==> config.mk <==
export PLATFORM = sky130hd
export DESIGN_NAME = dwlt_queue
export DESIGN_NICKNAME = d
export VERILOG_FILES = /design/src/hdl/dwlt_pkg.sv /design/src/hdl/dwlt_queue.sv
export VERILOG_INCLUDE_DIRS = /design/src /design/src/hdl
export SDC_FILE = /design/constraint.sdc
export NUM_CORES = 1
export LEC_CHECK = 0
export BUFFER_PORTS_ARGS = -buffer_cell sky130_fd_sc_hd__clkbuf_2
export CAP_MARGIN = 20
export CORE_ASPECT_RATIO = 1.75
export CORE_MARGIN = 5
export CORE_UTILIZATION = 42
export CTS_BUF_LIST = sky130_fd_sc_hd__clkbuf_2 sky130_fd_sc_hd__clkbuf_4 sky130_fd_sc_hd__clkbuf_8
export DETAILED_ROUTE_END_ITERATION = 12
export SLEW_MARGIN = 40
export SYNTH_ARGS = -nofsm -noshare
export SYNTH_HDL_FRONTEND = slang
export SYNTH_SLANG_ARGS = --single-unit
==> constraint.sdc <==
create_clock -name clk -period 32.8 [get_ports clk]
set_input_delay 6.56 -clock clk [delete_from_list [all_inputs] [get_ports clk]]
set_output_delay 6.56 -clock clk [all_outputs]
set_load 0.1 [all_outputs]
==> src/hdl/daubechies_wavelet_line_transform_top_defines.svh <==
// assertion helpers
`ifndef DAUBECHIES_WAVELET_LINE_TRANSFORM_TOP_DEFINES_SVH
`define DAUBECHIES_WAVELET_LINE_TRANSFORM_TOP_DEFINES_SVH
`ifndef SYNTH
`define ASSERT_IMPL(label, ante, cons) \
	label: assert property (@(posedge clk) disable iff (!arst_n) (ante) |-> (cons)) \
	else $error("assertion failed");
`define ASSERT_NEXT(label, ante, cons) \
	label: assert property (@(posedge clk) disable iff (!arst_n) (ante) |=> (cons)) \
	else $error("assertion failed");
`else
`define ASSERT_IMPL(label, ante, cons)
`define ASSERT_NEXT(label, ante, cons)
`endif
`endif

==> src/hdl/dwlt_pkg.sv <==
`default_nettype none
package dwlt_pkg;
	localparam int MAX_PAIRS = 512;
	localparam int HIST = 3;
	localparam int QDEPTH = 4;
	typedef logic signed [15:0] smp_t;
	typedef struct packed {
		smp_t a_re;
		smp_t a_im;
		smp_t b_re;
		smp_t b_im;
	} pair_t;
	// one job for the back end: window (oldest first), config, position info
	typedef struct packed {
		pair_t [6:0] win;
		logic inv;
		logic [1:0] sel;
		logic [2:0] base;
		logic [8:0] pos;
		logic last;
	} job_t;
	typedef struct packed {
		logic signed [17:0] a_re;
		logic signed [17:0] a_im;
		logic signed [17:0] b_re;
		logic signed [17:0] b_im;
		logic [8:0] pos;
		logic last;
	} res_t;
	function automatic logic signed [15:0] coef(input logic [1:0] sel, input int idx);
		logic signed [15:0] t [3][8];
		t[0] = '{16'sd15826, 16'sd27411, 16'sd7345, -16'sd4240, 16'sd0, 16'sd0, 16'sd0, 16'sd0};
		t[1] = '{16'sd10901, 16'sd26440, 16'sd15069, -16'sd4424, -16'sd2800, 16'sd1154,
			16'sd0, 16'sd0};
		t[2] = '{16'sd7549, 16'sd23424, 16'sd20673, -16'sd917, -16'sd6129, 16'sd1011,
			16'sd1078, -16'sd347};
		if (idx < 0 || idx > 7) return 16'sd0;
		return t[(sel >= 2'd2) ? 2 : int'(sel)][idx];
	endfunction
endpackage
`default_nettype wire

==> src/hdl/dwlt_queue.sv <==
`default_nettype none
`include "daubechies_wavelet_line_transform_top_defines.svh"
module dwlt_queue (
	input wire logic clk,
	input wire logic arst_n,
	input wire logic wr_valid,
	output logic wr_ready,
	input wire dwlt_pkg::job_t wr_data,
	output logic rd_valid,
	input wire logic rd_ready,
	output dwlt_pkg::job_t rd_data
);
	import dwlt_pkg::*;
	job_t mem_q [QDEPTH];
	logic [1:0] wp_q, rp_q;
	logic [2:0] cnt_q;
	logic wr, rd;
	assign wr_ready = cnt_q != 3'(QDEPTH);
	assign rd_valid = cnt_q != 3'd0;
	assign rd_data = mem_q[rp_q];
	assign wr = wr_valid && wr_ready;
	assign rd = rd_valid && rd_ready;
	always_ff @(posedge clk) begin
		if (wr) mem_q[wp_q] <= wr_data;
	end
	always_ff @(posedge clk or negedge arst_n) begin
		if (!arst_n) begin
			wp_q <= '0;
			rp_q <= '0;
			cnt_q <= '0;
		end else begin
			if (wr) wp_q <= wp_q + 2'd1;
			if (rd) rp_q <= rp_q + 2'd1;
			cnt_q <= cnt_q + 3'(wr) - 3'(rd);
		end
	end
	`ASSERT_IMPL(a_q_bound, 1'b1, cnt_q <= 3'(QDEPTH))
	`ASSERT_NEXT(a_q_full, wr && !rd && cnt_q == 3'(QDEPTH - 1), !wr_ready)
	`ASSERT_NEXT(a_q_empty, rd && !wr && cnt_q == 3'd1, !rd_valid)
endmodule
`default_nettype wire

Word-level counts from Yosys, hierarchy flattened:

Memories as Yosys holds them, arrays and structs flattened.
Cells that the tools add are included.

* muxes and demuxes: 2
* reductions and logical operators: 3
* add/sub/neg operators: 4
* equality and inequality tests: 1

Operators with widths (count)
* $add 2x1->2 const B: 2
* $add 3x1->3: 1
* $ne 3x3->1 const B: 1
* $reduce_bool 3->1: 1
* $sub 3x1->3: 1
* $logic_and 1x1->1: 2
* $mux 1: 2

* input bits: 468
* register bits: 7
* output and inout port bits: 466
* memories: 1
* word-level logic and storage cells: 14
* bits in writable memories: 1856

Memory list
* mem_q: depth 4, width 464, read ports 1, clocked after Yosys merged registers in 0, write ports 1, RTL line dwlt_queue.sv:14 `job_t mem_q [QDEPTH];`

Depth between registers and ports, before layout:

* word-level depth: 4
* mapped depth: 9
* gate-level depth less buffers: 9

Least setup slack after synthesis:

OpenSTA, ideal clock, no wires.

* path type: in2reg
* from: input port wr_valid
* to: memory mem_q[0][0] in the netlist's numbering (enable)
* library setup time: 892 ps
* required time: 31908 ps
* stages on the path: 1
* buffers on the path: 0
* arrival: 17114 ps
* path slack: 14794 ps
* cells stage by stage: and3b_1

* cells in the longest elaborated chain, start to end: 3

Ends and longest elaborated chain
* from (decl): RTL line dwlt_queue.sv:6 `input wire logic wr_valid,`
* $logic_and 1x1->1: RTL line dwlt_queue.sv:21 `assign wr = wr_valid && wr_ready;`
* $mux 1: RTL line dwlt_queue.sv:24 `if (wr) mem_q[wp_q] <= wr_data;`
* $mux 1 (not written as such): RTL line dwlt_queue.sv:24
* to (decl): RTL line dwlt_queue.sv:14

Every way passes these cells.

==> results.tsv <==
stage	metric	value	unit
global_route	GR Layer Usage met2	28.9	%
final_layout	Layout area overhead	18.1	%
floorplan	Die X	313	um
synthesis	Post-Syn Nets	2940	
global_route	largest net degree at the start of global routing	86	
critical_path	critical setup path kind	reg2out	
run_status	outcome	finished, final reports clean	
timing	minimum clock period after layout	12350	ps
synthesis	post-synthesis sequential area ratio	82.8	%
route	drt pass-1 iters	5	
critical_path	Critical Path RT	26240	ps
global_route	first-pass GRT wire length	227000	um
clock_network	Max clock buf depth	4	
timing	Hold Vio Cnt, Final	0	
clock_network	CTS tree	done	
final_layout	final net count	4096	
global_route	vias in the first global route	33300	
clock_network	Post-CTS Setup Inserts	0	
timing	worst-margin pin slew	842	ps
placed_design	RePlAce Congestion	0.758	
clock_network	Skew-Pair Late Insertion Delay	860	ps
floorplan	I/O pins	934	
route	Routed Antenna Nets	0	
floorplan	row cnt	194	
timing	RSZ-0062 raised after global routing	false	
route	final WL	157000	um
timing	Tcrit/Tclk final	37.6	%
clock_network	CTS Buf Count	273	
final_layout	layout cells sized above 1	48.8	%
clock_network	clock sinks	1863	
global_route	gr usage total	18.2	%
global_route	grt ovf	0	
clock_network	CTS Hold Buffers Added	0	
timing	fmax	81.0	MHz
critical_path	CP Launch Type	flop	
route	drt wl/cell	26.6	um
critical_path	WP data arrival	5790	ps
synthesis	Cell variety after synth	23	
clock_network	clock root buffer	clkbuf_8	
floorplan	Die H	541	um
synthesis	syn avg cell area	27.4	um2
placed_design	DP Worst Slack	21270	ps
global_route	initial antenna violation count	76	
global_route	GRT met1 Usage	21.5	%
synthesis	register bit total from synthesis	1863	
floorplan	total die area	169000	um2
global_route	met3 Use GR	9.48	%
global_route	GR peak layer	met2	
synthesis	Ys Warns	0	
critical_path	Crit. End Element	primary output	
floorplan	Initial Utilization	42.3	%
worst_hold_path	min-delay worst type	reg2reg	
clock_network	H-tree Lvls	5	
route	drt via density	5.30	
timing	setup TNS	0	ps
clock_network	Clk pin slew, worst setup/hold paths	60	ps
route	DRC	0	
timing	Worst Skew	37.5	ps
route	initial drt markers	2432	
placed_design	Post-DP HPWL	103000	um
synthesis	Netlist Area Pre-Place	67500	um2
route	vias	31200	
critical_path	crit-path max FO	59	
placed_design	Buffers on Ports	933	
timing	Rel. slew slack	43.9	%
timing	endpoints failing setup	0	
timing	setup ws final	20450	ps
floorplan	Core Area	160000	um2
job	MaxCap Viol Count	0	
clock_network	# resized after CTS	0	
timing	Slew Viols, Final	0	
synthesis	Syn Inst Count	2465	
==> critical path, cell delays in order, from the launching register on <==
cell	delay, ps
dfrtp_4	950
buf_12	340
buf_16	280
buf_16	320
buf_6	550
buf_6	590
buf_4	670
mux4_2	340
clkbuf_2	500
==> worst paths after layout <==
| kind | from | end | slack, ps | depth (start not counted) |
|---|---|---|---|---|
| max | rp_q[1]$_DFFE_PN0P_ | rd_data[267] | 20450 | 8 |
| min | wp_q[1]$_DFFE_PN0P_ | wp_q[1]$_DFFE_PN0P_ | 610 | 2 |
| max reg2reg | cnt_q[2]$_DFF_PN0_ | mem_q[1][323]$_DFFE_PP_ | 29090 | 5 |
| min reg2reg | wp_q[1]$_DFFE_PN0P_ | wp_q[1]$_DFFE_PN0P_ | 610 | 2 |
| max in group asynchronous | arst_n | rp_q[1]$_DFFE_PN0P_ | 26900 | 1 |
| min in group asynchronous | arst_n | wp_q[0]$_DFFE_PN0P_ | 5590 | 1 |
==> registers in the layout, summed over array words and instances (netlist names) <==
register and count:
mem_q 1856, wp_q 2, cnt_q 3, rp_q 2
==> synth_stat cells, drive strengths merged <==
| library cell | number | area [um2] |
|---|---|---|
| o311ai | 1 | 8.76 |
| nor3b | 1 | 7.51 |
| nand2 | 1 | 3.75 |
| fa | 1 | 20.0 |
| clkbuf | 4 | 15.0 |
| edfxtp | 1856 | 55700 |
| o31a | 1 | 8.76 |
| or3 | 1 | 6.26 |
| mux4 | 464 | 10500 |
| ha | 6 | 75.1 |
| nand4bb | 2 | 22.5 |
| inv | 6 | 22.5 |
| xnor2 | 3 | 26.3 |
| xor2 | 1 | 8.76 |
| buf | 100 | 886 |
| nand2b | 4 | 25.0 |
| o211ai | 2 | 15.0 |
| and3b | 4 | 35.0 |
| dfrtp | 7 | 175 |
==> cell type report <==
class | instances | area [um2]
antenna | 34 | 85.1
clock buffer | 357 | 4420
clock inverter | 102 | 591
fill | 12800 | 79900
inverter | 6 | 22.5
multi-input combinational | 492 | 10700
sequential | 1863 | 55900
tap | 2058 | 2570
timing repair buffer | 985 | 5420
==> per-layer routing <==
| layer | wire [um] | part of all wire [%] | vias up |
|---|---|---|---|
| li1 | - | - | 13200 |
| met1 | 55800 | 36 | 16300 |
| met2 | 75800 | 48 | 1325 |
| met3 | 20400 | 13 | 337 |
| met4 | 4440 | 2.8 | 78 |
| met5 | 509 | 0.32 | - |
==> stage by stage <==
step                area (um2)  utilization [%]  hold slack, ps  std cells
global route             79700             49.9             662       5878
global placement         74300             46.5             570       5393
detailed placement       74700             46.8             605       5404
floorplan                67500                -             543       2465
CTS                      79700             49.9             622       5863
finish                   79800             49.9             607       5897
==> logic make-up (layout without fill, tap and decap cells) <==
group                      count (synthesis)  count (layout)  synth area share [%]
xor gates and xnor gates                   4               4                0.0519
AOI/OAI and AO/OA                          4               4                0.0482
and+or+nand+nor                           13              13                 0.148
other                                      0              34                     0
buffers and inverters                    110            1450                  1.37
adders and majority gates                  7               7                 0.141
DFF                                     1863            1863                  82.8
muxes                                    464             464                  15.5
==> cell usage in the layout, fill, tap and decap left out <==
master / Yosys / final
o31a_1: 1 / 1
clkinv_2: 0 / 19
inv_8: 0 / 4
mux4_2: 464 / 464
o211ai_1: 2 / 2
clkbuf_8: 0 / 278
clkinv_1: 0 / 60
diode_2: 0 / 34
dfrtp_4: 0 / 2
nor3b_2: 0 / 1
inv_6: 0 / 5
ha_1: 6 / 6
clkinv_8: 0 / 1
nand2b_1: 4 / 4
buf_12: 3 / 9
xnor2_1: 3 / 3
nand4bb_1: 2 / 2
buf_6: 36 / 19
clkinvlp_4: 0 / 10
buf_16: 0 / 9
dfrtp_1: 7 / 5
edfxtp_1: 1856 / 1856
o311ai_2: 0 / 1
xor2_1: 1 / 1
fa_1: 1 / 1
nand2_1: 1 / 1
clkbuf_2: 0 / 933
or3_1: 1 / 1
inv_1: 6 / 6
buf_4: 2 / 15
and3b_4: 0 / 4
bufinv_16: 0 / 3
clkbuf_4: 0 / 79
Power is not shown: default switching activity piles up to over one toggle a cycle in this logic, so the estimate is an artifact.
