--- src/hdl/daubechies_wavelet_line_transform_top_defines.svh ---
// assertion helpers
`ifndef DAUBECHIES_WAVELET_LINE_TRANSFORM_TOP_DEFINES_SVH
`define DAUBECHIES_WAVELET_LINE_TRANSFORM_TOP_DEFINES_SVH
`ifndef SYNTH
`define ASSERT_IMPL(label, ante, cons) \
	label: assert property (@(posedge clk) disable iff (!arst_n) (ante) |-> (cons)) \
	else $error("assertion failed");
`define ASSERT_NEXT(label, ante, cons) \
	label: assert property (@(posedge clk) disable iff (!arst_n) (ante) |=> (cons)) \
	else $error("assertion failed");
`else
`define ASSERT_IMPL(label, ante, cons)
`define ASSERT_NEXT(label, ante, cons)
`endif
`endif

--- src/hdl/dwlt_pkg.sv ---
`default_nettype none
package dwlt_pkg;
	localparam int MAX_PAIRS = 512;
	localparam int HIST = 3;
	localparam int QDEPTH = 4;
	typedef logic signed [15:0] smp_t;
	typedef struct packed {
		smp_t a_re;
		smp_t a_im;
		smp_t b_re;
		smp_t b_im;
	} pair_t;
	// one job for the back end: window (oldest first), config, position info
	typedef struct packed {
		pair_t [6:0] win;
		logic inv;
		logic [1:0] sel;
		logic [2:0] base;
		logic [8:0] pos;
		logic last;
	} job_t;
	typedef struct packed {
		logic signed [17:0] a_re;
		logic signed [17:0] a_im;
		logic signed [17:0] b_re;
		logic signed [17:0] b_im;
		logic [8:0] pos;
		logic last;
	} res_t;
	function automatic logic signed [15:0] coef(input logic [1:0] sel, input int idx);
		logic signed [15:0] t [3][8];
		t[0] = '{16'sd15826, 16'sd27411, 16'sd7345, -16'sd4240, 16'sd0, 16'sd0, 16'sd0, 16'sd0};
		t[1] = '{16'sd10901, 16'sd26440, 16'sd15069, -16'sd4424, -16'sd2800, 16'sd1154,
			16'sd0, 16'sd0};
		t[2] = '{16'sd7549, 16'sd23424, 16'sd20673, -16'sd917, -16'sd6129, 16'sd1011,
			16'sd1078, -16'sd347};
		if (idx < 0 || idx > 7) return 16'sd0;
		return t[(sel >= 2'd2) ? 2 : int'(sel)][idx];
	endfunction
endpackage
`default_nettype wire

--- src/hdl/dwlt_front.sv ---
`default_nettype none
module dwlt_front (
	input wire logic clk,
	input wire logic arst_n,
	input wire logic in_valid,
	output logic in_ready,
	input wire dwlt_pkg::pair_t in_pair,
	input wire logic in_eol,
	input wire logic inverse_mode,
	input wire logic [1:0] filter_length_select,
	output logic job_valid,
	input wire logic job_ready,
	output dwlt_pkg::job_t job
);
	import dwlt_pkg::*;
	pair_t [HIST-1:0] hist_q;
	logic [8:0] cnt_q;
	logic [1:0] fill_q;
	// flush state: remaining back index on the last pair
	logic busy_q;
	logic [1:0] back_q;
	pair_t [6:0] fwin_q;
	logic [1:0] fsel_q;
	logic [8:0] fcnt_q;
	logic [1:0] half_m1, lag, nback;
	logic emit_now, acc;
	pair_t [6:0] win_now;

	always_comb begin
		half_m1 = (filter_length_select == 2'd0) ? 2'd1 :
			(filter_length_select == 2'd1) ? 2'd2 : 2'd3;
		lag = (fill_q < half_m1) ? fill_q : half_m1;
		win_now = '0;
		win_now[0] = hist_q[0];
		win_now[1] = hist_q[1];
		win_now[2] = hist_q[2];
		win_now[3] = in_pair;
		in_ready = !busy_q && job_ready;
		acc = in_valid && in_ready;
		emit_now = inverse_mode || in_eol || (lag == half_m1);
		nback = (inverse_mode || !in_eol) ? (inverse_mode ? 2'd0 : half_m1) : lag;
		job_valid = busy_q || (in_valid && !busy_q && emit_now);
		job = '0;
		if (busy_q) begin
			job.win = fwin_q;
			job.inv = 1'b0;
			job.sel = fsel_q;
			job.base = 3'(3 - back_q);
			job.pos = 9'(fcnt_q - 9'(back_q));
			job.last = back_q == 2'd0;
		end else begin
			job.win = win_now;
			job.inv = inverse_mode;
			job.sel = filter_length_select;
			job.base = 3'(3 - nback);
			job.pos = inverse_mode ? cnt_q : 9'(cnt_q - 9'(nback));
			job.last = in_eol && (inverse_mode || nback == 2'd0);
		end
	end

	always_ff @(posedge clk) begin
		if (acc) begin
			fwin_q <= win_now;
			fsel_q <= filter_length_select;
			fcnt_q <= cnt_q;
		end
	end

	always_ff @(posedge clk or negedge arst_n) begin
		if (!arst_n) begin
			hist_q <= '0;
			cnt_q <= '0;
			fill_q <= '0;
			busy_q <= 1'b0;
			back_q <= '0;
		end else begin
			if (busy_q && job_ready) begin
				back_q <= back_q - 2'd1;
				if (back_q == 2'd0) busy_q <= 1'b0;
			end
			if (acc) begin
				if (in_eol) begin
					hist_q <= '0;
					cnt_q <= '0;
					fill_q <= '0;
					if (!inverse_mode && nback != 2'd0) begin
						busy_q <= 1'b1;
						back_q <= nback - 2'd1;
					end
				end else begin
					hist_q[0] <= hist_q[1];
					hist_q[1] <= hist_q[2];
					hist_q[2] <= in_pair;
					cnt_q <= cnt_q + 9'd1;
					if (fill_q < 2'(HIST)) fill_q <= fill_q + 2'd1;
				end
			end
		end
	end
endmodule
`default_nettype wire

--- config.mk ---
export PLATFORM = sky130hd
export DESIGN_NAME = dwlt_front
export DESIGN_NICKNAME = d
export VERILOG_FILES = /design/src/hdl/daubechies_wavelet_line_transform_top_defines.svh /design/src/hdl/dwlt_pkg.sv /design/src/hdl/dwlt_front.sv
export SDC_FILE = /design/constraint.sdc
export NUM_CORES = 1
export LEC_CHECK = 0
export BUFFER_PORTS_ARGS = -buffer_cell sky130_fd_sc_hd__clkbuf_2
export CORE_MARGIN = 5
export CORE_UTILIZATION = 35
export CTS_CLUSTER_SIZE = 14
export DETAILED_ROUTE_END_ITERATION = 8
export HOLD_SLACK_MARGIN = 0.1
export PLACE_DENSITY = 0.62
export SLEW_MARGIN = 20
export SYNTH_ARGS = -nofsm -noshare
export SYNTH_HDL_FRONTEND = slang
export SYNTH_SLANG_ARGS = --single-unit
--- constraint.sdc ---
create_clock -name clk -period 10.1 [get_ports clk]
set_clock_uncertainty 0.2 [all_clocks]
set_input_delay 1.01 -clock clk [delete_from_list [all_inputs] [get_ports clk]]
set_output_delay 1.01 -clock clk [all_outputs]
set_load 0.02 [all_outputs]
Word level (Yosys, flattened, before mapping) --
Index checks and enable logic that the tools add are counted.
Word-level totals: output and inout bits 466, bits in latches 0, memories 0, memory bits (read-only) 0, logic and storage cells 87, input bits 72, register bits after elaboration 473, RAM bits 0
Operators by class: shifts and indexed selects 0, mux-type cells 20, bitwise operators 0, equal/unequal tests 2, reductions and logical operators 21, divide/modulo/power cells 0, add/sub/neg operators 8, $mul 0, order comparisons 2
Operator list (count):
- $mux W272 | 1
- $mux W192 | 1
- $mux W2 | 10
- $mux W9 | 2
- $sub A9 B2 Y9 | 2
- $add A9 B1 Y9 const B | 1
- $logic_and A1 B1 Y1 | 7
- $logic_not A2 Y1 | 3
- $mux W1 | 6
- $sub A2 B2 Y3 const A | 2
- $logic_or A1 B1 Y1 | 5
- $reduce_bool A2 Y1 | 2
- $sub A2 B1 Y2 const B | 2
- $logic_not A1 Y1 | 3
- $add A2 B1 Y2 const B | 1
- $eq A2 B1 Y1 const B | 1
- $eq A2 B2 Y1 | 1
- $lt A2 B2 Y1 | 1
- $lt A2 B2 Y1 const B | 1
- $reduce_and A2 Y1 | 1

Longest topological paths before layout --
word-level depth 11, gate-level depth with buffers 12

Least setup slack after synthesis --
No wires, ideal clock.
path kind input to register, start point input in_valid, end point register cnt_q[3], arrival time 9.053 ns, library setup time 0.460 ns, required time 9.440 ns, cell stages on the path 4, path slack 0.387 ns, cells stage by stage nand3b_1 -> inv_1 -> buf_1 -> a21oi_1
On the way: cells in the longest elaborated chain, start to end 1
Ends and longest elaborated chain:
- start: declaration | line dwlt_front.sv:5 | input wire logic in_valid,
- $logic_and A1 B1 Y1 | line dwlt_front.sv:39 | acc = in_valid && in_ready;
- named net acc | line dwlt_front.sv:26 | logic emit_now, acc;
- end signal: assignment | line dwlt_front.sv:94 | cnt_q <= cnt_q + 9'd1;
- end: declaration | line dwlt_front.sv:17 | logic [8:0] cnt_q;
The timed path passes the listed nets, and every way through them passes these cells. A chain may end at the register's enable or synchronous reset.

==> results.tsv <==
metric	value	unit
Synth Area per Inst	12.47	um^2
Int Power	4.514	mW
RR Endpoint	back_q[0]	
crit path buf inv count	2	
Worst R2R Path Depth	6	
n_diodes	0	
wire length of the first global-routing pass	76.71	mm
CTS resizes	0	
endpoint arrival time on the critical path	4.04	ns
M1 wire length	21.41	mm
combinational share of power	32.7	%
setup ws final	4.847	ns
antenna violations before repair	0	
# H-tree levels	2	
termination of the worst setup path	job[9]	
R2R setup slack	6.54	ns
net switching fraction of the power	35.90	%
width of the chip	260.1	um
Storage cell area	13180	um^2
post-detailed-route wirelength per cell	16.68	um
DRT iter0 DRCs	674	
maximum net fanout on the critical path	4	
ratio of final minimum period to clock period	52.01	%
unique cell type count in the Yosys netlist	38	
power density relative to cell area	276.6	nW/um^2
setup repair after global routing missed its margin	false	
synthesized flop and latch total	473	
Design Area, Final	25460	um^2
peak ir drop on the vdd network	0.0001389	V
cts bufs inserted	53	
remaining design rule violation count	0	
buffer levels on the longest clock path	3	
Total Neg Setup Slack	0	ns
remaining antenna violation count after routing	0	
startpoint of the most critical setup path	filter_length_select[1]	
family of cells with the greatest summed delay on the critical path	simple AND/OR/NAND/NOR gates	
clock insertion delay at the later pin of the skew report	0.59	ns
net switching power	2.528	mW
total congestion overflow	0	
highest routed metal layer	met4	
clock transition time at the flip-flop clock pins of the worst setup and hold paths	0.06	ns
die outline area	67670	um^2
minimum setup slack after placement	4.787	ns
number of input and output port buffers inserted	344	
post-route minimum period	5.253	ns
Cell Area, Synth	21900	um^2
critical path cell sequence	clkbuf_2, or2_2, ha_1, o21a_1, nor3_1, ha_1, fa_1, or4b_4, nor3_2, xnor2_1, mux2i_1, clkbuf_2	
Clock Tree Root	sky130_fd_sc_hd__clkbuf_16	
maximum frequency from static timing analysis	190.4	MHz
net count of the finished layout	2148	
number of hold-slack violations in the final timing report	0	
standard cell with the maximum stage delay on the critical path	sky130_fd_sc_hd__or4b_4	
post-CTS setup buffer count	0	
final weighted congestion in routability-driven placement	0.7696	
average vias per placed instance	4.482	
YS warnings	0	
initial cell density of the core	35.42	%
post-synthesis to final-layout area growth	16.25	%
met3 layer wire length in the routed design	2.546	mm
Num Clock Sinks	473	
final slew viol count	0	
CP Capture Type	output pin	
Hold Buf Count CTS	0	
data required time of the critical path	8.89	ns
DRT Pass-1 Iters	5	
actual slew at the worst max-slew pin	1.246	ns
share of total power in the clock network	28.4	%
GRT Resource Usage Total	13.74	%
num ports	538	
worst rel slew slack	16.93	%
outcome	complete, no violations	
worst hold path type	input pin to async pin	
Post-Syn Instances	1756	
fraction of final layout cells with drive strength greater than 1	33.68	%
Row Count	91	
clock tree from TritonCTS	built	
nature of the critical path startpoint	input pin	
HPWL after detailed placement	30.95	mm
number of setup violations in the final report	0	
r2r startpoint	busy_q	
part of the total power dissipated in sequential elements	38.9	%
Stages on worst setup path	12	
vias after detailed routing	13200	
routed length on met2	23.86	mm
vertical die dimension	260.1	um
area taken by multi-input logic gates	7502	um^2
number of global-route vias before repair	13390	
Floorplan Core Area	61830	um^2
sequential area share after synthesis	60.15	%
static power due to leakage	11.65	nW
maximum number of pins on one net before global-route repair	199	
Layout fillers	5869	
max-cap viol count	0	
category of the most critical setup path	input pin to output pin	
total wire length	49.12	mm
Area after DPL	23630	um^2
largest stage delay on the critical path	0.52	ns
[how the worst min path moves through the flow]
stage / startpoint / endpoint / slack, ns / cells after the start
3_3_place_gp: hist_q[25] / fwin_q[25] / 0.25 / 0
2_1_floorplan: cnt_q[2] / fcnt_q[2] / 0.22 / 0
4_1_cts: arst_n / hist_q[138] / 0.24 / 1
3_5_place_dp: hist_q[44] / fwin_q[44] / 0.26 / 0
6_report: arst_n / hist_q[138] / 0.24 / 1
5_1_grt: arst_n / hist_q[137] / 0.28 / 1
[cells in the final DEF (no fill, tap or decap), drive strengths merged, types with 2 or more instances in the layout]
cell type / n
or3: 3
a21oi: 10
nand2: 401
nand3: 5
clkbuf: 410
clkinv: 14
inv: 18
edfxtp: 267
dfrtp: 206
xnor2: 14
xor2: 3
buf: 13
nor2: 14
o22ai: 2
nor2b: 5
mux2i: 11
nand3b: 195
nor3: 9
clkinvlp: 5
fa: 2
o21ai: 11
mux2: 260
conb: 193
nand2b: 6
bufinv: 7
ha: 11
nor4: 5
[synthesized netlist by cell type, drive strengths merged]
master,n,area share [%]
a211oi,1,0.034
a21oi,10,0.23
a31oi,1,0.029
buf,247,7.9
clkbuf,48,0.82
conb,1,0.017
dfrtp,206,24
edfxtp,267,37
fa,2,0.18
ha,11,0.63
inv,12,0.21
mux2,260,13
mux2i,11,0.50
nand2,401,6.9
nand2b,6,0.17
nand3,5,0.11
nand3b,195,6.7
nor2,14,0.24
nor2b,5,0.14
nor3,9,0.25
nor3b,1,0.034
nor4,5,0.17
o21a,1,0.034
o21ai,11,0.25
o21bai,1,0.034
o22ai,2,0.057
or2,1,0.029
or3,3,0.11
or4,1,0.034
or4b,1,0.063
xnor2,14,0.56
xor2,3,0.12
[state kept, by name, indices dropped and copies added (netlist names)]
register / flops
back_q: 2
busy_q: 1
cnt_q: 9
fcnt_q: 9
fill_q: 2
fsel_q: 2
fwin_q: 256
hist_q: 192
[cell type report]
| class | count | area share [%] |
|---|---|---|
| inverters | 12 | 0.2064 |
| well taps | 837 | 4.113 |
| repair buffers | 355 | 7.283 |
| flip-flops and latches | 473 | 51.75 |
| clock inverters | 32 | 1.509 |
| clock buffers | 68 | 5.666 |
| multi-input cells | 1168 | 29.47 |
[per-layer routing]
metal	vias to the layer above	track usage, %
met5	-	0
met4	0	4.300
met3	80	2.689
met2	329	22.53
met1	6479	18.53
li1	6311	-
[logic make-up after synthesis]
family | Yosys count | share of synthesized area, %
compound gates | 27 | 0.6685
simple gates | 647 | 14.92
mux | 271 | 13.87
xor+xnor | 17 | 0.6799
flops | 473 | 60.15
buf+inv | 307 | 8.884
fa+ha+maj | 13 | 0.8113
other cells | 1 | 0.01712
[power by group through the flow]
stage | registers, mW | clock network (mW) | logic (mW)
final | 2.74 | 2.00 | 2.30
after global routing | 2.79 | 2.15 | 2.48
after CTS | 2.74 | 2.07 | 2.34
after detailed placement | 2.78 | 0 | 2.33
after global placement | 2.75 | 0 | 2.32
after floorplan | 2.69 | 0 | 1.74
[through the flow]
step	instances	hold WS [ns]	utilization (%)	total power [mW]
2_1_floorplan	1948	0.2196	-	4.434
3_3_place_gp	2845	0.2505	38.22	5.068
3_5_place_dp	2845	0.2573	38.22	5.111
4_1_cts	2945	0.2393	41.18	7.156
5_1_grt	2945	0.2820	41.18	7.418
6_report	2945	0.2443	41.18	7.042
(Power assumes the default switching activity.)
